[src/design/dact_pkg.sv]
// ----------------------------------------------------------------------------
// dact_pkg
// Shared types and constants of the denied-access counter table.
// ----------------------------------------------------------------------------
package dact_pkg;

  localparam int MAX_USERS_DEF = 32;
  localparam int USER_W        = 32;
  localparam int COUNT_W       = 16;
  localparam int CFG_ADDR_W    = 3;
  localparam int CFG_DATA_W    = 32;

  localparam logic [COUNT_W-1:0] THRESH_RESET = COUNT_W'(7);

  // register index, taken from paddr[2]
  localparam logic REG_DENIED_THRESHOLD = 1'b0;

  // input action codes
  localparam logic ACT_LOG    = 1'b0;
  localparam logic ACT_REPORT = 1'b1;

  typedef struct packed {
    logic               entry_valid;
    logic [USER_W-1:0]  user_out;
    logic [COUNT_W-1:0] denied_count;
    logic               over_threshold;
    logic               table_full;
    logic               last;
  } res_t;

endpackage

[src/design/dact_ram.sv]
// ----------------------------------------------------------------------------
// dact_ram
// Generic single-clock RAM, one write port and one registered read port.
// ----------------------------------------------------------------------------
module dact_ram #(
  parameter int WIDTH = 32,
  parameter int DEPTH = 32,
  parameter int AW    = (DEPTH > 1) ? $clog2(DEPTH) : 1
) (
  input  logic             clk,
  input  logic             wr_en,
  input  logic [AW-1:0]    wr_addr,
  input  logic [WIDTH-1:0] wr_data,
  input  logic             rd_en,
  input  logic [AW-1:0]    rd_addr,
  output logic [WIDTH-1:0] rd_data
);

  logic [WIDTH-1:0] mem [DEPTH];
  logic [WIDTH-1:0] rd_data_r;

  always_ff @(posedge clk) begin
    if (wr_en) begin
      mem[wr_addr] <= wr_data;
    end
    if (rd_en) begin
      rd_data_r <= mem[rd_addr];
    end
  end

  assign rd_data = rd_data_r;

endmodule

[src/design/dact_apb.sv]
// ----------------------------------------------------------------------------
// dact_apb
// APB register slave holding the denied-count threshold.
// ----------------------------------------------------------------------------
module dact_apb import dact_pkg::*; (
  input  logic                  clk,
  input  logic                  rst_n,
  input  logic                  psel,
  input  logic                  penable,
  input  logic                  pwrite,
  input  logic [CFG_ADDR_W-1:0] paddr,
  input  logic [CFG_DATA_W-1:0] pwdata,
  output logic [CFG_DATA_W-1:0] prdata,
  output logic                  pready,
  output logic [COUNT_W-1:0]    threshold
);

  logic [COUNT_W-1:0] thresh_r;
  logic               hit;

  assign hit    = (paddr[2] == REG_DENIED_THRESHOLD);
  assign pready = 1'b1;

  always_ff @(posedge clk) begin
    if (!rst_n) begin
      thresh_r <= THRESH_RESET;
    end else if (psel && penable && pwrite && hit) begin
      thresh_r <= pwdata[COUNT_W-1:0];
    end
  end

  always_comb begin
    prdata = '0;
    if (hit) begin
      prdata[COUNT_W-1:0] = thresh_r;
    end
  end

  assign threshold = thresh_r;

endmodule

[src/design/dact_ctrl.sv]
// ----------------------------------------------------------------------------
// dact_ctrl
// Table walk sequencer: lookup/insert/update for log items, filtered scan
// for report items, result register toward the output channel.
// ----------------------------------------------------------------------------
module dact_ctrl import dact_pkg::*; #(
  parameter int MAX_USERS = MAX_USERS_DEF,
  parameter int AW        = (MAX_USERS > 1) ? $clog2(MAX_USERS) : 1,
  parameter int CW        = $clog2(MAX_USERS + 1)
) (
  input  logic                      clk,
  input  logic                      rst_n,
  input  logic                      in_valid,
  output logic                      in_ready,
  input  logic                      in_action,
  input  logic [USER_W-1:0]         in_user_id,
  input  logic                      in_denied,
  output logic                      out_valid,
  input  logic                      out_ready,
  output res_t                      out_res,
  input  logic [COUNT_W-1:0]        threshold,
  output logic                      mem_wr_en,
  output logic [AW-1:0]             mem_wr_addr,
  output logic [USER_W+COUNT_W-1:0] mem_wr_data,
  output logic                      mem_rd_en,
  output logic [AW-1:0]             mem_rd_addr,
  input  logic [USER_W+COUNT_W-1:0] mem_rd_data
);

  typedef enum logic [1:0] {S_IDLE, S_RD, S_CMP, S_EMIT} state_t;

  localparam logic [CW-1:0] FULL_CNT = CW'(MAX_USERS);

  state_t             state_r;
  logic [CW-1:0]      idx_r;
  logic [CW-1:0]      stored_r;
  logic               act_r;
  logic [USER_W-1:0]  uid_r;
  logic               den_r;
  logic               pend_vld_r;
  logic [USER_W-1:0]  pend_user_r;
  logic [COUNT_W-1:0] pend_cnt_r;
  res_t               res_r;
  res_t               out_r;
  logic               out_valid_r;

  logic [USER_W-1:0]  rd_user;
  logic [COUNT_W-1:0] rd_cnt;
  logic [COUNT_W-1:0] new_cnt;
  logic [COUNT_W-1:0] ins_cnt;
  logic               scan_end;
  logic               is_rpt;
  logic               hit;
  logic               ins;
  logic               qual;
  logic               out_free;
  logic               out_load;
  logic [CW-1:0]      idx_inc;

  assign rd_user  = mem_rd_data[USER_W+COUNT_W-1:COUNT_W];
  assign rd_cnt   = mem_rd_data[COUNT_W-1:0];
  assign new_cnt  = (den_r && rd_cnt != {COUNT_W{1'b1}}) ? rd_cnt + COUNT_W'(1) : rd_cnt;
  assign ins_cnt  = COUNT_W'(den_r);
  assign scan_end = (idx_r == stored_r);
  assign is_rpt   = (act_r == ACT_REPORT);
  assign hit      = (state_r == S_CMP) && !is_rpt && (rd_user == uid_r);
  assign ins      = (state_r == S_RD) && scan_end && !is_rpt && (stored_r != FULL_CNT);
  assign qual     = (rd_cnt > threshold);
  assign out_free = !out_valid_r || out_ready;
  assign idx_inc  = idx_r + CW'(1);
  assign out_load = ((state_r == S_CMP) && is_rpt && qual && pend_vld_r && out_free) ||
                    ((state_r == S_EMIT) && out_free);

  assign mem_rd_en   = (state_r == S_RD) && !scan_end;
  assign mem_rd_addr = idx_r[AW-1:0];
  assign mem_wr_en   = hit || ins;
  assign mem_wr_addr = hit ? idx_r[AW-1:0] : stored_r[AW-1:0];
  assign mem_wr_data = hit ? {uid_r, new_cnt} : {uid_r, ins_cnt};

  always_ff @(posedge clk) begin
    if (!rst_n) begin
      state_r     <= S_IDLE;
      out_valid_r <= 1'b0;
      stored_r    <= '0;
      pend_vld_r  <= 1'b0;
      idx_r       <= '0;
    end else begin
      if (out_load) begin
        out_valid_r <= 1'b1;
      end else if (out_ready) begin
        out_valid_r <= 1'b0;
      end
      case (state_r)
        S_IDLE: begin
          if (in_valid) begin
            act_r      <= in_action;
            uid_r      <= in_user_id;
            den_r      <= in_denied;
            idx_r      <= '0;
            pend_vld_r <= 1'b0;
            state_r    <= S_RD;
          end
        end
        S_RD: begin
          if (scan_end) begin
            if (is_rpt) begin
              if (pend_vld_r) begin
                res_r <= '{1'b1, pend_user_r, pend_cnt_r, 1'b1, 1'b0, 1'b1};
              end else begin
                res_r <= '{1'b0, '0, '0, 1'b0, 1'b0, 1'b1};
              end
            end else if (stored_r == FULL_CNT) begin
              res_r <= '{1'b0, uid_r, '0, 1'b0, 1'b1, 1'b1};
            end else begin
              res_r    <= '{1'b1, uid_r, ins_cnt, (ins_cnt > threshold), 1'b0, 1'b1};
              stored_r <= stored_r + CW'(1);
            end
            state_r <= S_EMIT;
          end else begin
            state_r <= S_CMP;
          end
        end
        S_CMP: begin
          if (is_rpt) begin
            if (!qual) begin
              idx_r   <= idx_inc;
              state_r <= S_RD;
            end else if (!pend_vld_r || out_free) begin
              if (pend_vld_r) begin
                out_r <= '{1'b1, pend_user_r, pend_cnt_r, 1'b1, 1'b0, 1'b0};
              end
              pend_vld_r  <= 1'b1;
              pend_user_r <= rd_user;
              pend_cnt_r  <= rd_cnt;
              idx_r       <= idx_inc;
              state_r     <= S_RD;
            end
          end else if (hit) begin
            res_r   <= '{1'b1, uid_r, new_cnt, (new_cnt > threshold), 1'b0, 1'b1};
            state_r <= S_EMIT;
          end else begin
            idx_r   <= idx_inc;
            state_r <= S_RD;
          end
        end
        S_EMIT: begin
          if (out_free) begin
            out_r   <= res_r;
            state_r <= S_IDLE;
          end
        end
        default: begin
          state_r <= S_IDLE;
        end
      endcase
    end
  end

  assign in_ready  = (state_r == S_IDLE);
  assign out_valid = out_valid_r;
  assign out_res   = out_r;

endmodule

[src/design/denied_access_counter_table.sv]
// ----------------------------------------------------------------------------
// denied_access_counter_table
// Per-user denied-access counters with threshold report.
// ----------------------------------------------------------------------------
// One item is worked on at a time. The user table sits in a single RAM with a
// registered read port, and the sequencer visits each stored entry it needs
// in an address state (S_RD) and then a compare state (S_CMP). A log item
// walks the entries until it finds its user, or walks all of them before it
// inserts a new user or refuses one because the table is full; a report walks
// all stored entries, and both wait while the output side stalls.
// The input is ready again in the cycle after the last transfer of the
// previous item is loaded into the output register.
module denied_access_counter_table import dact_pkg::*; #(
  parameter int MAX_USERS = MAX_USERS_DEF
) (
  input  logic                  clk,
  input  logic                  rst_n,
  input  logic                  in_valid,
  output logic                  in_ready,
  input  logic                  in_action,
  input  logic [USER_W-1:0]     in_user_id,
  input  logic                  in_denied,
  output logic                  out_valid,
  input  logic                  out_ready,
  output logic                  out_entry_valid,
  output logic [USER_W-1:0]     out_user_out,
  output logic [COUNT_W-1:0]    out_denied_count,
  output logic                  out_over_threshold,
  output logic                  out_table_full,
  output logic                  out_last,
  input  logic                  cfg_psel,
  input  logic                  cfg_penable,
  input  logic                  cfg_pwrite,
  input  logic [CFG_ADDR_W-1:0] cfg_paddr,
  input  logic [CFG_DATA_W-1:0] cfg_pwdata,
  output logic [CFG_DATA_W-1:0] cfg_prdata,
  output logic                  cfg_pready
);

  localparam int AW = (MAX_USERS > 1) ? $clog2(MAX_USERS) : 1;
  localparam int MW = USER_W + COUNT_W;

  logic [COUNT_W-1:0] threshold;
  res_t               res;
  logic               wr_en;
  logic [AW-1:0]      wr_addr;
  logic [MW-1:0]      wr_data;
  logic               rd_en;
  logic [AW-1:0]      rd_addr;
  logic [MW-1:0]      rd_data;

  dact_apb u_apb (
    .clk       (clk),
    .rst_n     (rst_n),
    .psel      (cfg_psel),
    .penable   (cfg_penable),
    .pwrite    (cfg_pwrite),
    .paddr     (cfg_paddr),
    .pwdata    (cfg_pwdata),
    .prdata    (cfg_prdata),
    .pready    (cfg_pready),
    .threshold (threshold)
  );

  dact_ctrl #(
    .MAX_USERS (MAX_USERS)
  ) u_ctrl (
    .clk         (clk),
    .rst_n       (rst_n),
    .in_valid    (in_valid),
    .in_ready    (in_ready),
    .in_action   (in_action),
    .in_user_id  (in_user_id),
    .in_denied   (in_denied),
    .out_valid   (out_valid),
    .out_ready   (out_ready),
    .out_res     (res),
    .threshold   (threshold),
    .mem_wr_en   (wr_en),
    .mem_wr_addr (wr_addr),
    .mem_wr_data (wr_data),
    .mem_rd_en   (rd_en),
    .mem_rd_addr (rd_addr),
    .mem_rd_data (rd_data)
  );

  dact_ram #(
    .WIDTH (MW),
    .DEPTH (MAX_USERS),
    .AW    (AW)
  ) u_ram (
    .clk     (clk),
    .wr_en   (wr_en),
    .wr_addr (wr_addr),
    .wr_data (wr_data),
    .rd_en   (rd_en),
    .rd_addr (rd_addr),
    .rd_data (rd_data)
  );

  assign out_entry_valid    = res.entry_valid;
  assign out_user_out       = res.user_out;
  assign out_denied_count   = res.denied_count;
  assign out_over_threshold = res.over_threshold;
  assign out_table_full     = res.table_full;
  assign out_last           = res.last;

endmodule

[config.mk]
export PLATFORM = sky130hd
export DESIGN_NAME = denied_access_counter_table
export DESIGN_NICKNAME = d
export VERILOG_FILES = /design/src/design/dact_pkg.sv /design/src/design/dact_ram.sv /design/src/design/dact_apb.sv /design/src/design/dact_ctrl.sv /design/src/design/denied_access_counter_table.sv
export SDC_FILE = /design/constraint.sdc
export NUM_CORES = 2
export LEC_CHECK = 0
export ABC_AREA = 1
export BUFFER_PORTS_ARGS = -buffer_cell sky130_fd_sc_hd__buf_2
export CORE_MARGIN = 2
export CORE_UTILIZATION = 45
export CTS_BUF_LIST = sky130_fd_sc_hd__clkbuf_4 sky130_fd_sc_hd__clkbuf_8
export DETAILED_ROUTE_END_ITERATION = 12
export PLACE_DENSITY = 0.71
export SLEW_MARGIN = 20
export SYNTH_ARGS = -nofsm -noshare
export SYNTH_HDL_FRONTEND = slang
export SYNTH_SLANG_ARGS = --single-unit
[constraint.sdc]
create_clock -name clk -period 6.8 [get_ports clk]
set_clock_uncertainty 0.15 [all_clocks]
set_input_delay 0.34 -clock clk [delete_from_list [all_inputs] [get_ports clk]]
set_output_delay 0.34 -clock clk [all_outputs]
set_load 0.02 [all_outputs]
==> impl_metrics.ini <==
[finish]
final_cells = 8061
syn_to_final_growth_pct = 13.37
layout-drive-gt1-share_pct = 13.03
design_area_sq_um = 81750
final_nets = 5921

[yosys]
synthTopCellsByCount = edfxtp_1 (1769), nor2_1 (1015), o21ai_0 (917)
yosysTopAreaCell = edfxtp_1
synth_edf_count = 1769
synth_area_sq_um = 72100
yosysMostFrequentCell = edfxtp_1
avgSynthCellArea_sq_um = 13.11
netlist-cell-type-count = 46
synthFlopType = edfxtp_1
syn-instance-count = 5499
yosys_warnings = 0
netlist.area_leader.share_pct = 73.67
async_reset_ff_share_pct = 0
ys_seq_area_share_pct = 74.56
synth-seq-cells = 1801
synth.area.top_cells = edfxtp_1 (74%), o21ai_0 (6.4%), nor2_1 (5.3%)

[timing]
rsz0062_at_grt = no
clock.fmax_mhz = 204.1
hold_violations = 0
slew_headroom_pct = 14.33
min_period_ns = 4.900
slew_viol_final = 0
finalSetupTns_ns = 0
worst_slew_pin_slew_ns = 1.272
timing.final.ws_setup_ns = 1.900
period_share_pct = 72.05
finalSetupViolCount = 0

[worst_setup_path]
r2r_start = u_ctrl.uid_r[27]
cp.required_ns = 7.26
crit_end = u_ram.mem[3][30]
path_class = reg2reg
reg2reg_depth = 11
critPathArrivalTime_ns = 5.36
worstReg2RegEnd = u_ram.mem[3][30]
crit_start = u_ctrl.uid_r[27]
end_kind = flop
path_max_fanout = 34
cp-start-kind = flop
reg2reg_slack_ns = 1.90

[drt]
vias = 48020
drt_first_pass_iters = 8
wire_per_inst_microns = 24.74
wl_mm = 199.4
drt_iter0_markers = 6770
vias_per_cell = 5.957
drt.antenna.violating_nets = 0
drc = 0

[power]
leakage_nw = 26.09
irDropWorstVdd_uv = 208.8
intPower_mw = 17.82
power_frac_seq_pct = 52.3
p_sw_mw = 6.028
p_comb_share_pct = 10.2
p_clk_share_pct = 37.5
swShare_pct = 25.28
p_per_area_nw_per_um2 = 291.7

[worst_hold_path]
hp-class = in2reg

[global_route]
grt_antenna_before_repair = 13
grt_pass1_vias = 45990
grt_usage_pct = 23.99
grt_pass1_wl_mm = 291.9
grt_remaining_overflow = 0
grt_max_degree = 231

[clocking]
htree_levels = 5
postCtsSetupBuffers = 0
cts_buffers = 303
clkSlewWorstSetupHoldPaths_ns = 0.06
cts_buffer_depth = 4
cts_tree = done
ctsHoldBuffers = 113
cts_resized = 0
cts_root_buf = clkbuf_8
clkLatencyLatePin_ns = 1.00
clock_sinks = 1801

[placement]
port_buffers = 127
dp_cells = 7460
dpl.hpwl_mm = 104.7
dpl_cell_area_sq_um = 75140
globalplace.congestion = 0.8954
dpl_worst_slack_ns = 1.901

[floorplan]
dieWidth_microns = 404.3
core_sq_um = 158700
rows = 146
initial_utilization_pct = 45.42
io_pins = 163
fp.dieH_microns = 404.3
fp.dieArea_sq_um = 163500

[status]
status = finished, final reports clean

[run]
cap_violations = 0
==> layer usage <==
| metal | part of all wire [%] | global-route usage (%) |
|---|---|---|
| met3 | 12 | 6.141 |
| met2 | 45 | 36.79 |
| met4 | 3.2 | 8.975 |
| met5 | 0.013 | 0 |
| met1 | 39 | 33.06 |
==> kinds of logic (layout without fill, tap and decap cells) <==
logic type	count (synthesis)	in the layout	share of synthesized area, %
buffers and inverters	566	1039	3.359
flip-flops	1801	1801	74.56
XOR/XNOR	26	26	0.3158
adder cells (fa/ha/maj)	37	37	0.6420
other	2	19	0.01042
AO/OA/AOI/OAI	1521	1521	12.38
AND/OR/NAND/NOR	1546	1546	8.728
==> sequential cells by signal (all words and copies together), names as in the netlist <==
register / flops
u_apb.threshold: 16
u_ctrl.act_r: 1
u_ctrl.den_r: 1
u_ctrl.idx_r: 6
u_ctrl.out_res: 52
u_ctrl.out_valid: 1
u_ctrl.pend_cnt_r: 16
u_ctrl.pend_user_r: 32
u_ctrl.pend_vld_r: 1
u_ctrl.res_r: 51
u_ctrl.state_r: 2
u_ctrl.stored_r: 6
u_ctrl.uid_r: 32
u_ram.mem: 1536
u_ram.rd_data: 48
==> worst max-delay path, stage by stage (launching register included) <==
cell and delay, ns:
edfxtp_1 1.09, nand2_1 0.11, nand2_1 0.21, nand2_1 0.08
nor2_1 0.13, nand2_1 0.10, nor2_4 0.23, nand3_4 0.39
nand2_8 0.26, nand3_4 0.25, nor2_4 0.94, buf_4 0.57
==> final cells by class <==
| class | count | area (sq um) |
|---|---|---|
| Antenna cell | 2 | 5.005 |
| Timing Repair Buffer | 372 | 2935 |
| Sequential cell | 1801 | 53780 |
| Fill cell | 12940 | 77000 |
| Tap cell | 2072 | 2592 |
| Clock buffer | 393 | 4896 |
| Clock inverter | 91 | 528.0 |
| Multi-Input combinational cell | 3147 | 16290 |
| Inverter | 183 | 715.7 |
==> power by group through the flow <==
stage,Sequential [mW],Combinational (mW),Clock (mW)
2_1_floorplan,12.7,1.54,0
3_3_place_gp,12.7,2.27,0
3_5_place_dp,12.7,2.32,0
4_1_cts,12.5,2.38,9.05
5_1_grt,12.5,2.65,9.49
6_report,12.5,2.43,8.94
==> worst min path at each step <==
stage / from / to / slack (ns) / cells after the start
after floorplan: in_action / u_ctrl.act_r / 0.29 / 0
after global placement: u_ram.rd_data[25] / u_ctrl.pend_user_r[9] / 0.31 / 0
after detailed placement: u_ram.rd_data[34] / u_ctrl.pend_user_r[18] / 0.31 / 0
after CTS: in_user_id[7] / u_ctrl.uid_r[7] / 0.003 / 2
after global routing: in_user_id[20] / u_ctrl.uid_r[20] / 0.04 / 2
final: in_user_id[7] / u_ctrl.uid_r[7] / 0.02 / 2
==> cell usage in the layout, fill, tap and decap left out, types with 27 or more instances in the layout <==
| cell | n |
|---|---|
| a21oi_1 | 85 |
| a31oi_1 | 42 |
| buf_2 | 127 |
| buf_4 | 117 |
| clkbuf_4 | 82 |
| clkbuf_8 | 311 |
| clkinv_1 | 61 |
| dfxtp_1 | 27 |
| dlygate4sd3_1 | 113 |
| edfxtp_1 | 1769 |
| ha_1 | 37 |
| inv_1 | 169 |
| nand2_1 | 321 |
| nand3_1 | 138 |
| nor2_1 | 978 |
| nor2_4 | 39 |
| o21ai_0 | 914 |
| o21ai_1 | 40 |
| o221ai_1 | 278 |
| o22ai_1 | 147 |
==> per-stage QoR <==
step                hold WS [ns]  power [mW]  util (%)
detailed placement        0.3128       15.02     47.34
global placement          0.3060       14.96     47.32
CTS                     0.003326       23.91     51.47
global route             0.03841       24.62     51.49
finish                   0.02113       23.84     51.50
floorplan                 0.2889       14.20         -
No activity file was read; power rests on OpenSTA's default activity.
